## config.mk

```make
export PLATFORM = sky130hd
export DESIGN_NAME = rwge_phase
export DESIGN_NICKNAME = d
export VERILOG_FILES = /design/src/rtl/rwge_pkg.sv /design/src/rtl/rwge_phase.sv
export SDC_FILE = /design/constraint.sdc
export NUM_CORES = 1
export LEC_CHECK = 0
export ABC_AREA = 1
export BUFFER_PORTS_ARGS = -buffer_cell sky130_fd_sc_hd__buf_2
export CAP_MARGIN = 20
export CORE_MARGIN = 10
export CORE_UTILIZATION = 50
export CTS_CLUSTER_DIAMETER = 80
export DETAILED_ROUTE_END_ITERATION = 10
export PLACE_DENSITY = 0.74
export SYNTH_ARGS = -nofsm -noshare
export SYNTH_HDL_FRONTEND = slang
export SYNTH_SLANG_ARGS = --single-unit
```

## constraint.sdc

```tcl
create_clock -name i_clk -period 8.9 [get_ports i_clk]
set_clock_uncertainty 0.05 [all_clocks]
set_input_delay 0.89 -clock i_clk [delete_from_list [all_inputs] [get_ports i_clk]]
set_output_delay 0.89 -clock i_clk [all_outputs]
set_load 0.01 [all_outputs]
```

## src/rtl/rwge_pkg.sv

```systemverilog
// rwge_pkg: shared types, constants and helpers for the regular wave grid evaluator.
// Used by rwge_phase, rwge_cordic_cell, rwge_scale and regular_wave_grid_evaluator.
// Depends on nothing.
package rwge_pkg;

    // Widths of the CORDIC data path (Q1.30 with guard bits)
    localparam int CW           = 33;
    localparam int PHASE_W      = 32;
    localparam int GAIN_W       = 24;
    localparam int ELEV_W       = 25;
    localparam int SLOPE_W      = 24;
    localparam int PROD_W       = GAIN_W + 1 + CW;
    localparam int FRAC_SHIFT   = 30;
    localparam int ROUND_W      = PROD_W - FRAC_SHIFT;
    localparam int CFG_IDX_W    = 3;
    localparam int CFG_DATA_W   = 32;

    // Default parameter values
    localparam int DEF_GRID_X       = 256;
    localparam int DEF_GRID_Y       = 256;
    localparam int DEF_CORDIC_STEPS = 16;
    localparam int ATAN_ENTRIES     = 24;

    // 1/K in Q1.30
    localparam logic signed [CW-1:0] CORDIC_INV_GAIN = CW'(652032874);

    // Rounding constant, one half in Q1.30
    localparam logic signed [PROD_W-1:0] ROUND_HALF = PROD_W'(64'd536870912);

    // Saturation limits
    localparam logic signed [ROUND_W-1:0] ELEV_MAX  = ROUND_W'(16777215);
    localparam logic signed [ROUND_W-1:0] ELEV_MIN  = -ROUND_W'(16777215);
    localparam logic signed [ROUND_W-1:0] SLOPE_MAX = ROUND_W'(8388607);
    localparam logic signed [ROUND_W-1:0] SLOPE_MIN = -ROUND_W'(8388608);

    // atan(2^-i) in turns scaled by 2^32
    localparam logic [29:0] ATAN_TURNS [0:ATAN_ENTRIES-1] = '{
        30'd536870912, 30'd316933406, 30'd167458907, 30'd85004756,
        30'd42667331,  30'd21354465,  30'd10679838,  30'd5340245,
        30'd2670163,   30'd1335087,   30'd667544,    30'd333772,
        30'd166886,    30'd83443,     30'd41722,     30'd20861,
        30'd10430,     30'd5215,      30'd2608,      30'd1304,
        30'd652,       30'd326,       30'd163,       30'd81
    };

    // Configuration register indexes
    typedef enum logic [CFG_IDX_W-1:0] {
        REG_PHASE_STEP_X  = 3'd0,
        REG_PHASE_STEP_Y  = 3'd1,
        REG_PHASE_OFFSET  = 3'd2,
        REG_AMPLITUDE     = 3'd3,
        REG_SLOPE_GAIN_X  = 3'd4,
        REG_SLOPE_GAIN_Y  = 3'd5,
        REG_PRESSURE_GAIN = 3'd6
    } t_reg_idx;

    // Quadrant of the phase, top two bits
    typedef enum logic [1:0] {
        QUAD_0 = 2'd0,
        QUAD_1 = 2'd1,
        QUAD_2 = 2'd2,
        QUAD_3 = 2'd3
    } t_quad;

    // Data handed from cell to cell
    typedef struct packed {
        logic signed [CW-1:0] x;
        logic signed [CW-1:0] y;
        logic signed [CW-1:0] z;
        t_quad                quad;
    } t_cordic_data;

    // Gains applied after the rotation
    typedef struct packed {
        logic [GAIN_W-1:0]        amplitude;
        logic signed [GAIN_W-1:0] slope_gain_x;
        logic signed [GAIN_W-1:0] slope_gain_y;
        logic [GAIN_W-1:0]        pressure_gain;
    } t_gains;

    // Clamp a rounded product to the elevation range
    function automatic logic signed [ELEV_W-1:0] sat_elev(input logic signed [ROUND_W-1:0] p);
        logic signed [ROUND_W-1:0] c;
        c = p;
        if (p > ELEV_MAX) begin
            c = ELEV_MAX;
        end else if (p < ELEV_MIN) begin
            c = ELEV_MIN;
        end
        return c[ELEV_W-1:0];
    endfunction

    // Clamp a rounded product to the slope range
    function automatic logic signed [SLOPE_W-1:0] sat_slope(input logic signed [ROUND_W-1:0] p);
        logic signed [ROUND_W-1:0] c;
        c = p;
        if (p > SLOPE_MAX) begin
            c = SLOPE_MAX;
        end else if (p < SLOPE_MIN) begin
            c = SLOPE_MIN;
        end
        return c[SLOPE_W-1:0];
    endfunction

endpackage

```

## src/rtl/rwge_phase.sv

```systemverilog
// rwge_phase: two-stage phase front end, index offset times step, then sum minus offset.
// Emits the quadrant and the initial CORDIC vector for the cell chain.
// Depends on rwge_pkg.
module rwge_phase
    import rwge_pkg::*;
#(
    parameter int GRID_X = DEF_GRID_X,
    parameter int GRID_Y = DEF_GRID_Y
) (
    input  logic                  i_clk,
    input  logic                  i_rst_n,
    input  logic                  i_valid,
    output logic                  o_ready,
    input  logic [7:0]            i_x_index,
    input  logic [7:0]            i_y_index,
    input  logic [PHASE_W-1:0]    i_step_x,
    input  logic [PHASE_W-1:0]    i_step_y,
    input  logic [PHASE_W-1:0]    i_offset,
    output logic                  o_valid,
    input  logic                  i_ready,
    output t_cordic_data          o_data
);

    localparam logic [PHASE_W-1:0] HALF_X = PHASE_W'(GRID_X / 2);
    localparam logic [PHASE_W-1:0] HALF_Y = PHASE_W'(GRID_Y / 2);

    logic               r_v1;
    logic               r_v2;
    logic [PHASE_W-1:0] r_px;
    logic [PHASE_W-1:0] r_py;
    logic [PHASE_W-1:0] w_dx;
    logic [PHASE_W-1:0] w_dy;
    logic [PHASE_W-1:0] w_phase;
    logic               w_rdy1;
    logic               w_rdy2;
    t_cordic_data       r_data;
    t_cordic_data       n_data;

    // Stage readiness: a stage loads when empty or draining
    assign w_rdy2  = !r_v2 || i_ready;
    assign w_rdy1  = !r_v1 || w_rdy2;
    assign o_ready = w_rdy1;

    // Centred indexes, wrapping modulo 2^32
    assign w_dx = PHASE_W'(i_x_index) - HALF_X;
    assign w_dy = PHASE_W'(i_y_index) - HALF_Y;

    // Phase and initial vector
    assign w_phase     = r_px + r_py - i_offset;
    assign n_data.x    = CORDIC_INV_GAIN;
    assign n_data.y    = '0;
    assign n_data.z    = CW'(w_phase[29:0]);
    assign n_data.quad = t_quad'(w_phase[31:30]);

    // Valid bits
    always_ff @(posedge i_clk) begin
        if (!i_rst_n) begin
            r_v1 <= 1'b0;
            r_v2 <= 1'b0;
        end else begin
            if (w_rdy1) begin
                r_v1 <= i_valid;
            end
            if (w_rdy2) begin
                r_v2 <= r_v1;
            end
        end
    end

    // Payload: products, then phase
    always_ff @(posedge i_clk) begin
        if (w_rdy1 && i_valid) begin
            r_px <= PHASE_W'(w_dx * i_step_x);
            r_py <= PHASE_W'(w_dy * i_step_y);
        end
        if (w_rdy2 && r_v1) begin
            r_data <= n_data;
        end
    end

    assign o_valid = r_v2;
    assign o_data  = r_data;

endmodule

```

==> metrics.md <==
| Metric | Value |
|---|---|
| Slew Viols, Final | `0` |
| Core Util, Final | `0.532` |
| Final hold violation count | `0` |
| Critical Path Sink Type | `register` |
| Commonest non-fill, non-tap cells in the layout | `inv_1, nand2_1, fa_1` |
| H-tree levels | `3` |
| Largest cells by area after synthesis | `fa_1, edfxtp_1, inv_1` |
| Global Route Usage Sum | `0.206` |
| Primary FF master, synth | `edfxtp_1` |
| Die Area | `53900 µm²` |
| Slew HR | `0.366` |
| Post-synth EDFFs | `96` |
| Finished Layout Cells | `3554` |
| Synth warn | `0` |
| Slew @ Worst Pin | `0.949 ns` |
| Cts-stage hold buffer count | `0` |
| Worst R2R Setup Slack | `6.11 ns` |
| DR pass1 iterations | `5` |
| DRC | `0` |
| TritonCTS buffer count | `9` |
| Setup bufs post-CTS | `0` |
| Synth top area share | `0.347` |
| Most area-hungry cell type in the Yosys netlist | `fa_1` |
| Pin count of the biggest net entering global routing | `65` |
| Placed Cells | `3538` |
| Wirelength per Cell | `15.4 µm` |
| DP Area | `23400 µm²` |
| Layout cell share with drive strength beyond 1 | `0.0682` |
| Ports | `219` |
| Worst setup SP type | `input port` |
| Syn Area/Cell | `7.76 µm²` |
| FILL cells | `4262` |
| Synth unique cells | `48` |
| Nets | `3626` |
| P&R area growth vs syn | `4.92%` |
| Register Area | `2920 µm²` |
| Initial Util | `0.507` |
| Final setup vio count | `0` |
| Initial antenna violation count | `1` |
| Reg2Reg Depth | `11` |
| Area of the multi-input gates | `16100 µm²` |
| Sequential cell area fraction in the yosys report | `0.130` |
| CP Data Required Time | `8.97 ns` |
| CTS clk-pin slew, worst paths | `0.08 ns` |
| 1st-iter DRT viols | `1193` |
| Avg Vias per Cell | `5.00` |
| Hold Path Cell Cnt | `2` |
| Routed Wire Length | `54.8 mm` |
| RSZ-0062 raised after global routing | `no` |
| First-pass GRT wire length | `90.3 mm` |
| Mapped Cells | `2902` |
| Setup TNS | `0 ns` |
| Minimum clock period | `5.87 ns` |
| Grt ovf | `0` |
| Clk root buf | `clkbuf_16` |
| Finished layout cell area | `23600 µm²` |
| Commonest non-fill, non-tap cell in the layout | `inv_1` |
| PostCTS Resize Cnt | `0` |
| Max_cap viols | `0` |
| Post-synthesis register bit count | `98` |
| Async SR Flop Fraction | `0` |
| Mapped Area | `22500 µm²` |
| RePlAce Congestion | `0.956` |
| DIE HEIGHT | `232 µm` |
| Vias in the first global route | `18000` |
| Worst setup path class | `input port to register` |
| Clk buf depth | `2` |
| Die W | `232 µm` |
| Min-delay worst type | `register to register` |
| Status | `completed` |
| DP HPWL | `46.5 mm` |
| IO buf count | `149` |
| Core footprint | `44400 µm²` |
| Routed via count | `17800` |
| Final worst-path cycle share | `0.659` |
| # diodes | `0` |
| # clock sinks | `98` |
| WP data arrival | `5.94 ns` |
| Later-pin clock latency in the skew report | `0.35 ns` |
| CP Max Fanout | `43` |
| Row count | `77` |
| Fmax | `0.170 GHz` |
| CTS tree | `built` |
| ANT nets after route | `0` |
## cell families after synthesis
group / count (synthesis) / share of synthesized area
AND/OR/NAND/NOR: 1067 / 0.192
XOR/XNOR: 69 / 0.0268
flip-flops: 98 / 0.130
buffers and inverters: 920 / 0.166
AO/OA/AOI/OAI: 193 / 0.0478
other: 2 / 0.000333
adder cells (fa/ha/maj): 553 / 0.437
## layer usage
layer,vias to the layer above,wire length [µm],global-route usage
li1,8503,-,-
met5,-,13,0
met3,55,3710,0.0257
met1,8671,23100,0.272
met2,546,27000,0.357
met4,2,870,0.0410
## critical path: stages
cell and delay, ns:
buf_2 0.62, inv_1 0.37, nand2_1 0.17, fa_1 0.44
fa_1 0.49, inv_1 0.06, fa_1 0.45, fa_1 0.50
inv_1 0.05, fa_1 0.48, inv_1 0.04, ha_1 0.33
a21oi_1 0.19, nand2_1 0.14, nand2_1 0.08, nand2_1 0.11
nand2_1 0.09, nand2_1 0.10, nand2_1 0.09, nand3_1 0.09
nand3_1 0.09, nand2_1 0.05
## cell type report
type                    instances  area share
multi-input cells            1951       0.683
flip-flops and latches         98       0.124
inverters                     747       0.119
repair buffers                150      0.0319
well taps                     592      0.0313
clock buffers                  10     0.00969
clock inverters                 6     0.00217
## worst paths after layout
| path | start | endpoint |
|---|---|---|
| max reg2reg | r_px[13] | o_data[0] |
| min reg2reg | o_valid | o_valid |
| max | i_x_index[7] | r_px[31] |
| min | o_valid | o_valid |
## stage by stage
step	setup WS (ns)	hold WS, ns
5_1_grt	2.68	0.506
4_1_cts	3.05	0.482
2_1_floorplan	3.34	0.397
3_5_place_dp	2.68	0.469
6_report	3.03	0.485
3_3_place_gp	2.78	0.469
## state kept, by name (all words and copies together), names as in the netlist
name     cells
r_v1         1
o_data      32
r_px        32
r_py        32
o_valid      1
## cells in the mapped netlist (3+ instances only)
cell type,count
nand2_1,734
nand3_1,88
nand2_2,4
xnor2_1,17
xor2_1,52
clkbuf_2,3
nor3_1,16
buf_2,13
o21ai_0,48
fa_1,391
nand3_2,3
a21boi_0,5
nor2_2,5
buf_4,69
nor4_1,3
or2_2,8
inv_2,5
a21o_1,10
buf_1,9
clkbuf_1,79
o21ai_1,9
a21oi_1,98
nor2_1,168
nand3b_1,6
nand4_1,22
edfxtp_1,96
ha_1,162
o21bai_1,12
inv_1,740
Power is left out: the tool's default activity adds up to more than one toggle a clock period on the data nets, which glitch-free logic cannot reach.
