**src/rtl/rwge_pkg.sv**
```systemverilog
// rwge_pkg: shared types, constants and helpers for the regular wave grid evaluator.
// Used by rwge_phase, rwge_cordic_cell, rwge_scale and regular_wave_grid_evaluator.
// Depends on nothing.
package rwge_pkg;

    // Widths of the CORDIC data path (Q1.30 with guard bits)
    localparam int CW           = 33;
    localparam int PHASE_W      = 32;
    localparam int GAIN_W       = 24;
    localparam int ELEV_W       = 25;
    localparam int SLOPE_W      = 24;
    localparam int PROD_W       = GAIN_W + 1 + CW;
    localparam int FRAC_SHIFT   = 30;
    localparam int ROUND_W      = PROD_W - FRAC_SHIFT;
    localparam int CFG_IDX_W    = 3;
    localparam int CFG_DATA_W   = 32;

    // Default parameter values
    localparam int DEF_GRID_X       = 256;
    localparam int DEF_GRID_Y       = 256;
    localparam int DEF_CORDIC_STEPS = 16;
    localparam int ATAN_ENTRIES     = 24;

    // 1/K in Q1.30
    localparam logic signed [CW-1:0] CORDIC_INV_GAIN = CW'(652032874);

    // Rounding constant, one half in Q1.30
    localparam logic signed [PROD_W-1:0] ROUND_HALF = PROD_W'(64'd536870912);

    // Saturation limits
    localparam logic signed [ROUND_W-1:0] ELEV_MAX  = ROUND_W'(16777215);
    localparam logic signed [ROUND_W-1:0] ELEV_MIN  = -ROUND_W'(16777215);
    localparam logic signed [ROUND_W-1:0] SLOPE_MAX = ROUND_W'(8388607);
    localparam logic signed [ROUND_W-1:0] SLOPE_MIN = -ROUND_W'(8388608);

    // atan(2^-i) in turns scaled by 2^32
    localparam logic [29:0] ATAN_TURNS [0:ATAN_ENTRIES-1] = '{
        30'd536870912, 30'd316933406, 30'd167458907, 30'd85004756,
        30'd42667331,  30'd21354465,  30'd10679838,  30'd5340245,
        30'd2670163,   30'd1335087,   30'd667544,    30'd333772,
        30'd166886,    30'd83443,     30'd41722,     30'd20861,
        30'd10430,     30'd5215,      30'd2608,      30'd1304,
        30'd652,       30'd326,       30'd163,       30'd81
    };

    // Configuration register indexes
    typedef enum logic [CFG_IDX_W-1:0] {
        REG_PHASE_STEP_X  = 3'd0,
        REG_PHASE_STEP_Y  = 3'd1,
        REG_PHASE_OFFSET  = 3'd2,
        REG_AMPLITUDE     = 3'd3,
        REG_SLOPE_GAIN_X  = 3'd4,
        REG_SLOPE_GAIN_Y  = 3'd5,
        REG_PRESSURE_GAIN = 3'd6
    } t_reg_idx;

    // Quadrant of the phase, top two bits
    typedef enum logic [1:0] {
        QUAD_0 = 2'd0,
        QUAD_1 = 2'd1,
        QUAD_2 = 2'd2,
        QUAD_3 = 2'd3
    } t_quad;

    // Data handed from cell to cell
    typedef struct packed {
        logic signed [CW-1:0] x;
        logic signed [CW-1:0] y;
        logic signed [CW-1:0] z;
        t_quad                quad;
    } t_cordic_data;

    // Gains applied after the rotation
    typedef struct packed {
        logic [GAIN_W-1:0]        amplitude;
        logic signed [GAIN_W-1:0] slope_gain_x;
        logic signed [GAIN_W-1:0] slope_gain_y;
        logic [GAIN_W-1:0]        pressure_gain;
    } t_gains;

    // Clamp a rounded product to the elevation range
    function automatic logic signed [ELEV_W-1:0] sat_elev(input logic signed [ROUND_W-1:0] p);
        logic signed [ROUND_W-1:0] c;
        c = p;
        if (p > ELEV_MAX) begin
            c = ELEV_MAX;
        end else if (p < ELEV_MIN) begin
            c = ELEV_MIN;
        end
        return c[ELEV_W-1:0];
    endfunction

    // Clamp a rounded product to the slope range
    function automatic logic signed [SLOPE_W-1:0] sat_slope(input logic signed [ROUND_W-1:0] p);
        logic signed [ROUND_W-1:0] c;
        c = p;
        if (p > SLOPE_MAX) begin
            c = SLOPE_MAX;
        end else if (p < SLOPE_MIN) begin
            c = SLOPE_MIN;
        end
        return c[SLOPE_W-1:0];
    endfunction

endpackage

```
**src/rtl/rwge_cordic_cell.sv**
```systemverilog
// rwge_cordic_cell: one registered CORDIC rotation step with its own valid bit.
// Shift and arctangent are fixed by the STEP parameter.
// Depends on rwge_pkg.
module rwge_cordic_cell
    import rwge_pkg::*;
#(
    parameter int STEP = 0
) (
    input  logic         i_clk,
    input  logic         i_rst_n,
    input  logic         i_valid,
    output logic         o_ready,
    input  t_cordic_data i_data,
    output logic         o_valid,
    input  logic         i_ready,
    output t_cordic_data o_data
);

    localparam logic signed [CW-1:0] ATAN = CW'(ATAN_TURNS[STEP]);

    logic                 r_v;
    logic                 w_rdy;
    logic signed [CW-1:0] w_xs;
    logic signed [CW-1:0] w_ys;
    t_cordic_data         r_data;
    t_cordic_data         n_data;

    assign w_rdy   = !r_v || i_ready;
    assign o_ready = w_rdy;

    // Rotate towards zero residual angle; shifts floor
    always_comb begin
        w_xs        = i_data.x >>> STEP;
        w_ys        = i_data.y >>> STEP;
        n_data.quad = i_data.quad;
        if (!i_data.z[CW-1]) begin
            n_data.x = i_data.x - w_ys;
            n_data.y = i_data.y + w_xs;
            n_data.z = i_data.z - ATAN;
        end else begin
            n_data.x = i_data.x + w_ys;
            n_data.y = i_data.y - w_xs;
            n_data.z = i_data.z + ATAN;
        end
    end

    // Hold valid until the next cell takes the transaction
    always_ff @(posedge i_clk) begin
        if (!i_rst_n) begin
            r_v <= 1'b0;
        end else if (w_rdy) begin
            r_v <= i_valid;
        end
    end

    always_ff @(posedge i_clk) begin
        if (w_rdy && i_valid) begin
            r_data <= n_data;
        end
    end

    assign o_valid = r_v;
    assign o_data  = r_data;

endmodule

```
**config.mk**
```make
export PLATFORM = sky130hd
export DESIGN_NAME = rwge_cordic_cell
export DESIGN_NICKNAME = d
export VERILOG_FILES = /design/src/rtl/rwge_pkg.sv /design/src/rtl/rwge_cordic_cell.sv
export SDC_FILE = /design/constraint.sdc
export NUM_CORES = 1
export LEC_CHECK = 0
export ABC_CLOCK_PERIOD_IN_PS = 3100
export BUFFER_PORTS_ARGS = -buffer_cell sky130_fd_sc_hd__buf_2
export CORE_MARGIN = 2
export CORE_UTILIZATION = 51
export CTS_BUF_LIST = sky130_fd_sc_hd__clkbuf_4
export DETAILED_ROUTE_END_ITERATION = 7
export GPL_ROUTABILITY_DRIVEN = 0
export PLACE_DENSITY_LB_ADDON = 0.3
export SETUP_SLACK_MARGIN = 0.15
export SLEW_MARGIN = 20
export SYNTH_ARGS = -nofsm -noshare
export SYNTH_HDL_FRONTEND = slang
export SYNTH_SLANG_ARGS = --single-unit
```
**constraint.sdc**
```tcl
create_clock -name i_clk -period 3.1 [get_ports i_clk]
set_input_delay 0.155 -clock i_clk [delete_from_list [all_inputs] [get_ports i_clk]]
set_output_delay 0.155 -clock i_clk [all_outputs]
set_load 0.02 [all_outputs]
```
==> results of run 1 <==
-- state kept, by name, summed over array words and instances, names as in the netlist --
signal / cells
o_data: 100
o_valid: 1
-- layer usage --
| metal | vias up | wire [µm] | share of wire [%] |
|---|---|---|---|
| met2 | 520 | 12200 | 46 |
| met3 | 59 | 2550 | 9.7 |
| met4 | 0 | 660 | 2.5 |
| met1 | 3813 | 11000 | 42 |
| met5 | - | 0 | 0 |
| li1 | 3994 | - | - |
-- cell type report --
cell class,count,share of cell area (%)
clock buffers,9,0.621
multi-input cells,717,47.2
diodes,1,0.0230
repair buffers,308,17.4
flip-flops and latches,101,27.8
well taps,220,2.53
clock inverters,7,0.759
inverters,107,3.69
-- metrics by stage --
stage | utilization, % | hold WS, ns
after floorplan | - | 0.254
after detailed placement | 62.1 | 0.334
final | 65.1 | 0.0888
after global placement | 62.1 | 0.331
after global routing | 65.1 | 0.0697
after CTS | 65.1 | 0.0749
-- cells by family (layout without fill, tap and decap cells) --
family          Yosys count  count (layout)  synth area share, %
simple gates            242             242                 13.2
buf+inv                 152             431                 6.96
mux                      13              13                 1.49
fa+ha+maj               102             102                 14.9
flops                   101             101                 34.5
xor+xnor                 64              64                 6.40
other cells               0               1                    0
compound gates          296             296                 22.5
-- Yosys cell counts (all sizes together) (5+ instances only) --
master,instances
a21oi,109
inv,103
edfxtp,100
ha,98
nor2,92
o21ai,64
xnor2,58
nand2,47
buf,26
clkbuf,19
nor3,19
a21o,18
o21bai,16
nand3,14
mux2i,13
nor2b,13
a21boi,9
and3,9
nand2b,9
nand4,9
o31ai,9
a221oi,8
and2,8
o211ai,8
a31oi,7
nor4,7
o21a,6
xor2,6
a211oi,5
or2,5
-- report_power, final --
group          switching [W]  internal, W
logic                0.00112     0.000710
registers          0.0000495      0.00172
clock network       0.000483     0.000257
total                0.00165      0.00268
-- critical path, stage by stage --
cell	delay, ns
buf_2	0.12
inv_1	0.05
ha_1	0.36
and2_4	0.21
a221oi_2	0.27
nand2_1	0.16
a221oi_2	0.41
o41ai_2	0.16
a41oi_1	0.41
buf_4	0.20
a21oi_1	0.07
a2111oi_2	0.22
nor2_1	0.11
xor2_1	0.15
-- worst paths after layout --
path | start | endpoint | slack [ns]
min | i_data[32] | o_data[32] | 0.09
max reg2reg | o_valid | o_data[97] | 1.43
min reg2reg | o_valid | o_data[95] | 1.01
max | i_data[39] | o_data[100] | 0.28
-- what timing repair did --
action	4_1_cts	5_1_grt
hold buffers	34	0
gates resized for setup	0	1
setup buffers	0	0
hold endpoints to repair	33	0
endpoints found under the setup margin	0	1
==> summary.txt, run 1 <==
=================================================================================
Run status                                                           complete, no violations
Post-route clock skew                                                   0.0141 ns
Count of flip-flops with a built-in enable after synthesis                    100
Setup violations, final                                                         0
Clock tree from TritonCTS                                                     yes
Top cell type by total area after synthesis                              edfxtp_1
Initial antenna violation count                                                 1
Root buf cell                                                            clkbuf_4
Clock transition at the registers of the reported paths                   0.16 ns
Initial DRC count                                                           1,054
Average via count per standard cell                                          5.70
Ratio of cells with drive above 1 in the final layout                       25.8%
Nets                                                                        1,451
Total core area                                                        0.0167 mm²
Minimum setup slack after placement                                     -0.180 ns
Number of distinct library cells after synthesis                               77
Cell area after synthesis                                             0.00876 mm²
Number of cells traversed by the worst hold path                                2
Peak supply drop                                                         0.211 mV
Number of global-route vias before repair                                   7,736
Post-synthesis sequential element count                                       101
Post-route cell area                                                   0.0109 mm²
Total CTS buffers                                                               9
Critical path required time                                               3.33 ns
Pin count of the biggest net entering global routing                           92
Share of synthesized area occupied by flip-flops and latches                34.5%
Syn-to-layout area delta                                                    24.2%
PwrDens                                                                399 mW/mm²
Avg Inst Size Synth                                                      9.03 µm²
Area of combinational cells with multiple inputs                      0.00513 mm²
Number of instances in the synthesized netlist                                970
Standard-cell row count                                                        47
Net count of the mapped netlist                                             1,177
Total iterations of the first detailed-routing run                              6
Number of clock sinks seen by CTS                                             101
Setup crit end kind                                                     flip-flop
Most common library cell in the layout ignoring fill and taps               buf_2
Top area cells in the synthesized netlist                            edfxtp_1, ha_1, a21oi_1, xnor2_1, inv_1
Total number of H-tree levels                                                   3
Sequential Area                                                       0.00302 mm²
Filler cells                                                                1,402
Fraction of the cycle the final worst path needs                            91.0%
Instance count after placement with tap cells included                      1,419
Unrepaired setup endpoints after global routing                             false
Async set-or-reset flop fraction in the synthesized netlist                    0%
Fin. max-slew vios                                                              0
Measured slew at the worst slew-check pin                                0.969 ns
Worst slew margin relative to its limit                                     35.4%
Leakage power                                                             4.96 nW
Grt met3 use                                                                4.02%
Initial cell density of the core                                            52.4%
Max-capacitance violation count                                                 0
Setup TNS Final                                                              0 ns
Cell Area, Placed                                                      0.0104 mm²
Global router's overall resource usage                                      28.4%
Placed wire-length estimate                                             20,600 µm
Yosys synthesis warning count                                                   0
Synth top area share                                                        34.3%
Non-filler cells, final                                                     1,470
Wire length per cell after detailed routing                               18.0 µm
GRT Residual Overflow                                                           0
Buffers on Ports                                                              207
WP data arrival                                                           3.05 ns
Die extent in x                                                            135 µm
Global-route wire length before repair                                  40,800 µm
Clock buffer depth                                                              2
Worst hold-check path type                                           input pin to flip-flop
Leading cell types in the layout, fill and taps excluded             buf_2, a21oi_1, inv_1, edfxtp_1, ha_1
Minimum period implied by the final worst setup slack                     2.82 ns
Primary FF master, synth                                                 edfxtp_1
Vias post-DR                                                                8,386
Worst reg-to-reg path cell count                                                3
Aggregate routed wire length                                            26,400 µm
PnR Total Power                                                         0.00434 W
Count of unresolved DRC violations after routing                                0
Critical path fanouts, max                                                      5
Startpoint type of the worst setup path                                 input pin
Final Hold Violating Endpoints                                                  0
Routing layer with the top usage in global route                             met2
Met2 Track Usage GR                                                         46.7%
Crit path setup slack, layout                                            0.279 ns
Total Die Area                                                         0.0182 mm²
Met1 usage in global routing                                                39.4%
Clock latency of the later-clocked register in the worst-skew pair        0.47 ns
Routed Antenna Nets                                                             0
Critical path type                                                   input pin to flip-flop
Num ports                                                                     208
Highest clock rate                                                      0.354 GHz
Die Y-Extent                                                               135 µm
=================================================================================
Note: power is estimated with default switching activity, not from simulation.
==> run 2, diff against run 1 <==
- PLACE_DENSITY: default -> 0.75
- PLACE_DENSITY_LB_ADDON: 0.3 -> default
==> summary.txt, run 2 (synthesis gave the netlist of run 1 again) <==
=================================================================================
Pin count of the biggest net entering global routing                           67   -27%
WP data arrival                                                           3.00 ns   -0.05 ns
Clock transition at the registers of the reported paths                   0.16 ns   about the same
Number of buffers inserted by post-CTS setup repair                             0   unchanged
Minimum period implied by the final worst setup slack                     2.77 ns   -0.0548 ns
Count of unresolved DRC violations after routing                                0   unchanged
Post-route cell area                                                   0.0109 mm²   +0.31%
Critical path required time                                               3.33 ns   about the same
Worst r2r dst                                                          o_data[45]
Worst reg-to-reg path cell count                                                3   unchanged
Slowest stage cell on the critical path                                    nor4_1
Instance count after placement with tap cells included                      1,426   +0.49%
Number of logic stages on the critical path including buffering                14   unchanged
Total number of H-tree levels                                                   3   unchanged
Total core area                                                        0.0167 mm²   unchanged
GRT Residual Overflow                                                           0   unchanged
Initial antenna violation count                                                 2   +1
Worst hold-check path type                                           input pin to flip-flop
Flip-flop count of the largest register after layout                          100   unchanged
Unrepaired setup endpoints after global routing                             false
CP bufs+invs                                                                    3   unchanged
Met3 WL                                                                   2530 µm   -0.86%
Critical path fanouts, max                                                      4   -1
Die Y-Extent                                                               135 µm   unchanged
Clock tree from TritonCTS                                                     yes
Routed met2 length                                                      11,800 µm   -3.1%
Placed wire-length estimate                                             20,500 µm   -0.30%
Final Hold Violating Endpoints                                                  0   unchanged
Most common library cell in the layout ignoring fill and taps               buf_2
Clock latency of the later-clocked register in the worst-skew pair        0.47 ns   about the same
Clock buffer depth                                                              2   unchanged
Die extent in x                                                            135 µm   unchanged
Share of the core filled with cells in the final layout                     65.3%   +0.20 points
Setup violations, final                                                         0   unchanged
Worst slew margin relative to its limit                                     50.7%   +15 points
Total Die Area                                                         0.0182 mm²   unchanged
Global router's overall resource usage                                      27.6%   -0.82 points
Non-filler cells, final                                                     1,477   +0.48%
Routed Antenna Nets                                                             0   unchanged
Peak supply drop                                                         0.216 mV   +2.5%
Reg-to-Reg Start                                                          o_valid
Capturing element of the worst setup path                              o_data[65]
Filler cells                                                                1,403   +0.071%
Post-route clock skew                                                   0.0164 ns   +0.00227 ns
Launch point of the worst path                                         i_data[35]
Leading cell types in the layout, fill and taps excluded             buf_2, a21oi_1, inv_1, edfxtp_1, ha_1
Setup TNS Final                                                              0 ns   unchanged
Leakage power                                                             4.98 nW   +0.45%
Crit path max-delay family                                           simple AND/OR/NAND/NOR gates
Cell Area, Placed                                                      0.0104 mm²   +0.51%
Run status                                                           complete, no violations
Met1 Wirelength                                                         11,000 µm   -0.37%
Vias post-DR                                                                8,340   -0.55%
Cells along the critical path                                        buf_2 > inv_1 > ha_1 > fa_1 > nor2b_1 > o21ai_1 > a41oi_1 > a21boi_2 > nor4_1 > buf_4 > nor3_2 > nor3_1 > o41ai_2 > xnor2_1
Fraction of the cycle the final worst path needs                            89.2%   -1.8 points
Initial cell density of the core                                            52.4%   unchanged
Measured slew at the worst slew-check pin                                0.733 ns   -0.236 ns
PwrDens                                                                391 mW/mm²   -1.9%
Critical path type                                                   input pin to flip-flop
Startpoint type of the worst setup path                                 input pin
Uppermost signal routing layer after detailed routing                        met5
Ratio of cells with drive above 1 in the final layout                       26.1%   +0.33 points
Critical hold path startpoint                                          i_data[32]
Number of clock sinks seen by CTS                                             101   unchanged
Total CTS buffers                                                               9   unchanged
Fin. max-slew vios                                                              0   unchanged
Syn-to-layout area delta                                                    24.6%
Aggregate routed wire length                                            25,800 µm   -2.3%
Wire length per cell after detailed routing                               17.5 µm   -2.8%
Buffers on Ports                                                              207   unchanged
Total iterations of the first detailed-routing run                              5   -1
Standard-cell row count                                                        47   unchanged
Global-route wire length before repair                                  39,600 µm   -2.8%
Initial DRC count                                                           1,026   -2.7%
Highest clock rate                                                      0.361 GHz   +2.0%
Number of global-route vias before repair                                   7,639   -1.3%
Average via count per standard cell                                          5.65   -1.0%
Max-capacitance violation count                                                 0   unchanged
Nets                                                                        1,458   +0.48%
Worst setup slack for register-to-register paths                          1.44 ns   about the same
Root buf cell                                                            clkbuf_4
Peak per-stage delay on the critical path                                 0.43 ns   +0.02 ns
Num ports                                                                     208   unchanged
Setup crit end kind                                                     flip-flop
=================================================================================
-- run 2: changes by cell type in the layout (fill, tap and decap cells not counted), sizes merged --
cell	previous run	this run
buf	274	281
bufinv	1	0
clkinv	6	7
-- run 2: through the flow --
stage,setup WS (ns),hold slack (ns),total power [W]
after floorplan,0.470,0.254,0.00293
after global placement,-0.0716,0.332,0.00354
after detailed placement,-0.0760,0.335,0.00356
after CTS,0.440,0.0395,0.00425
after global routing,0.190,0.0384,0.00449
final,0.334,0.0647,0.00427
-- run 2: layer usage --
metal / GRT usage (%) / vias up
li1: - / 4004
met1: 38.9 / 3781
met2: 45.5 / 512
met3: 3.49 / 41
met4: 6.42 / 2
met5: 0 / -
-- run 2: how the worst min path moves through the flow --
stage,to,slack (ns),cells past startpoint
6_report,o_data[32],0.06,2
5_1_grt,o_data[32],0.04,2
4_1_cts,o_data[32],0.04,2
3_5_place_dp,o_data[10],0.33,1
3_3_place_gp,o_data[29],0.33,1
2_1_floorplan,o_data[0],0.25,0
-- run 2: repair_timing --
| action | 4_1_cts | 5_1_grt |
|---|---|---|
| endpoints found under the hold margin | 33 | 0 |
| hold buffers | 34 | 0 |
| gates resized for setup | 0 | 0 |
-- run 2: power breakdown --
group | switching [W] | total (W) | internal, W | leakage [nW]
combinational | 0.00111 | 0.00183 | 0.000720 | 3.94
clock | 0.000487 | 0.000672 | 0.000185 | 0.0689
sequential | 0.0000459 | 0.00176 | 0.00172 | 0.976
-- run 2: cell type report --
cell class	count	area (µm²)	share of cell area, %
Antenna cell	1	2.50	0.0229
Clock buffer	9	67.6	0.619
Clock inverter	7	71.3	0.654
Inverter	107	402	3.68
Multi-Input combinational cell	717	5130	47.0
Sequential cell	101	3020	27.7
Tap cell	220	275	2.52
Timing Repair Buffer	315	1940	17.8
-- run 2: worst register-to-register path, stage by stage, from the launching register on --
cell and delay (ns):
dfxtp_1 0.34, nand2b_1 0.11, and2_4 0.47, buf_12 0.39
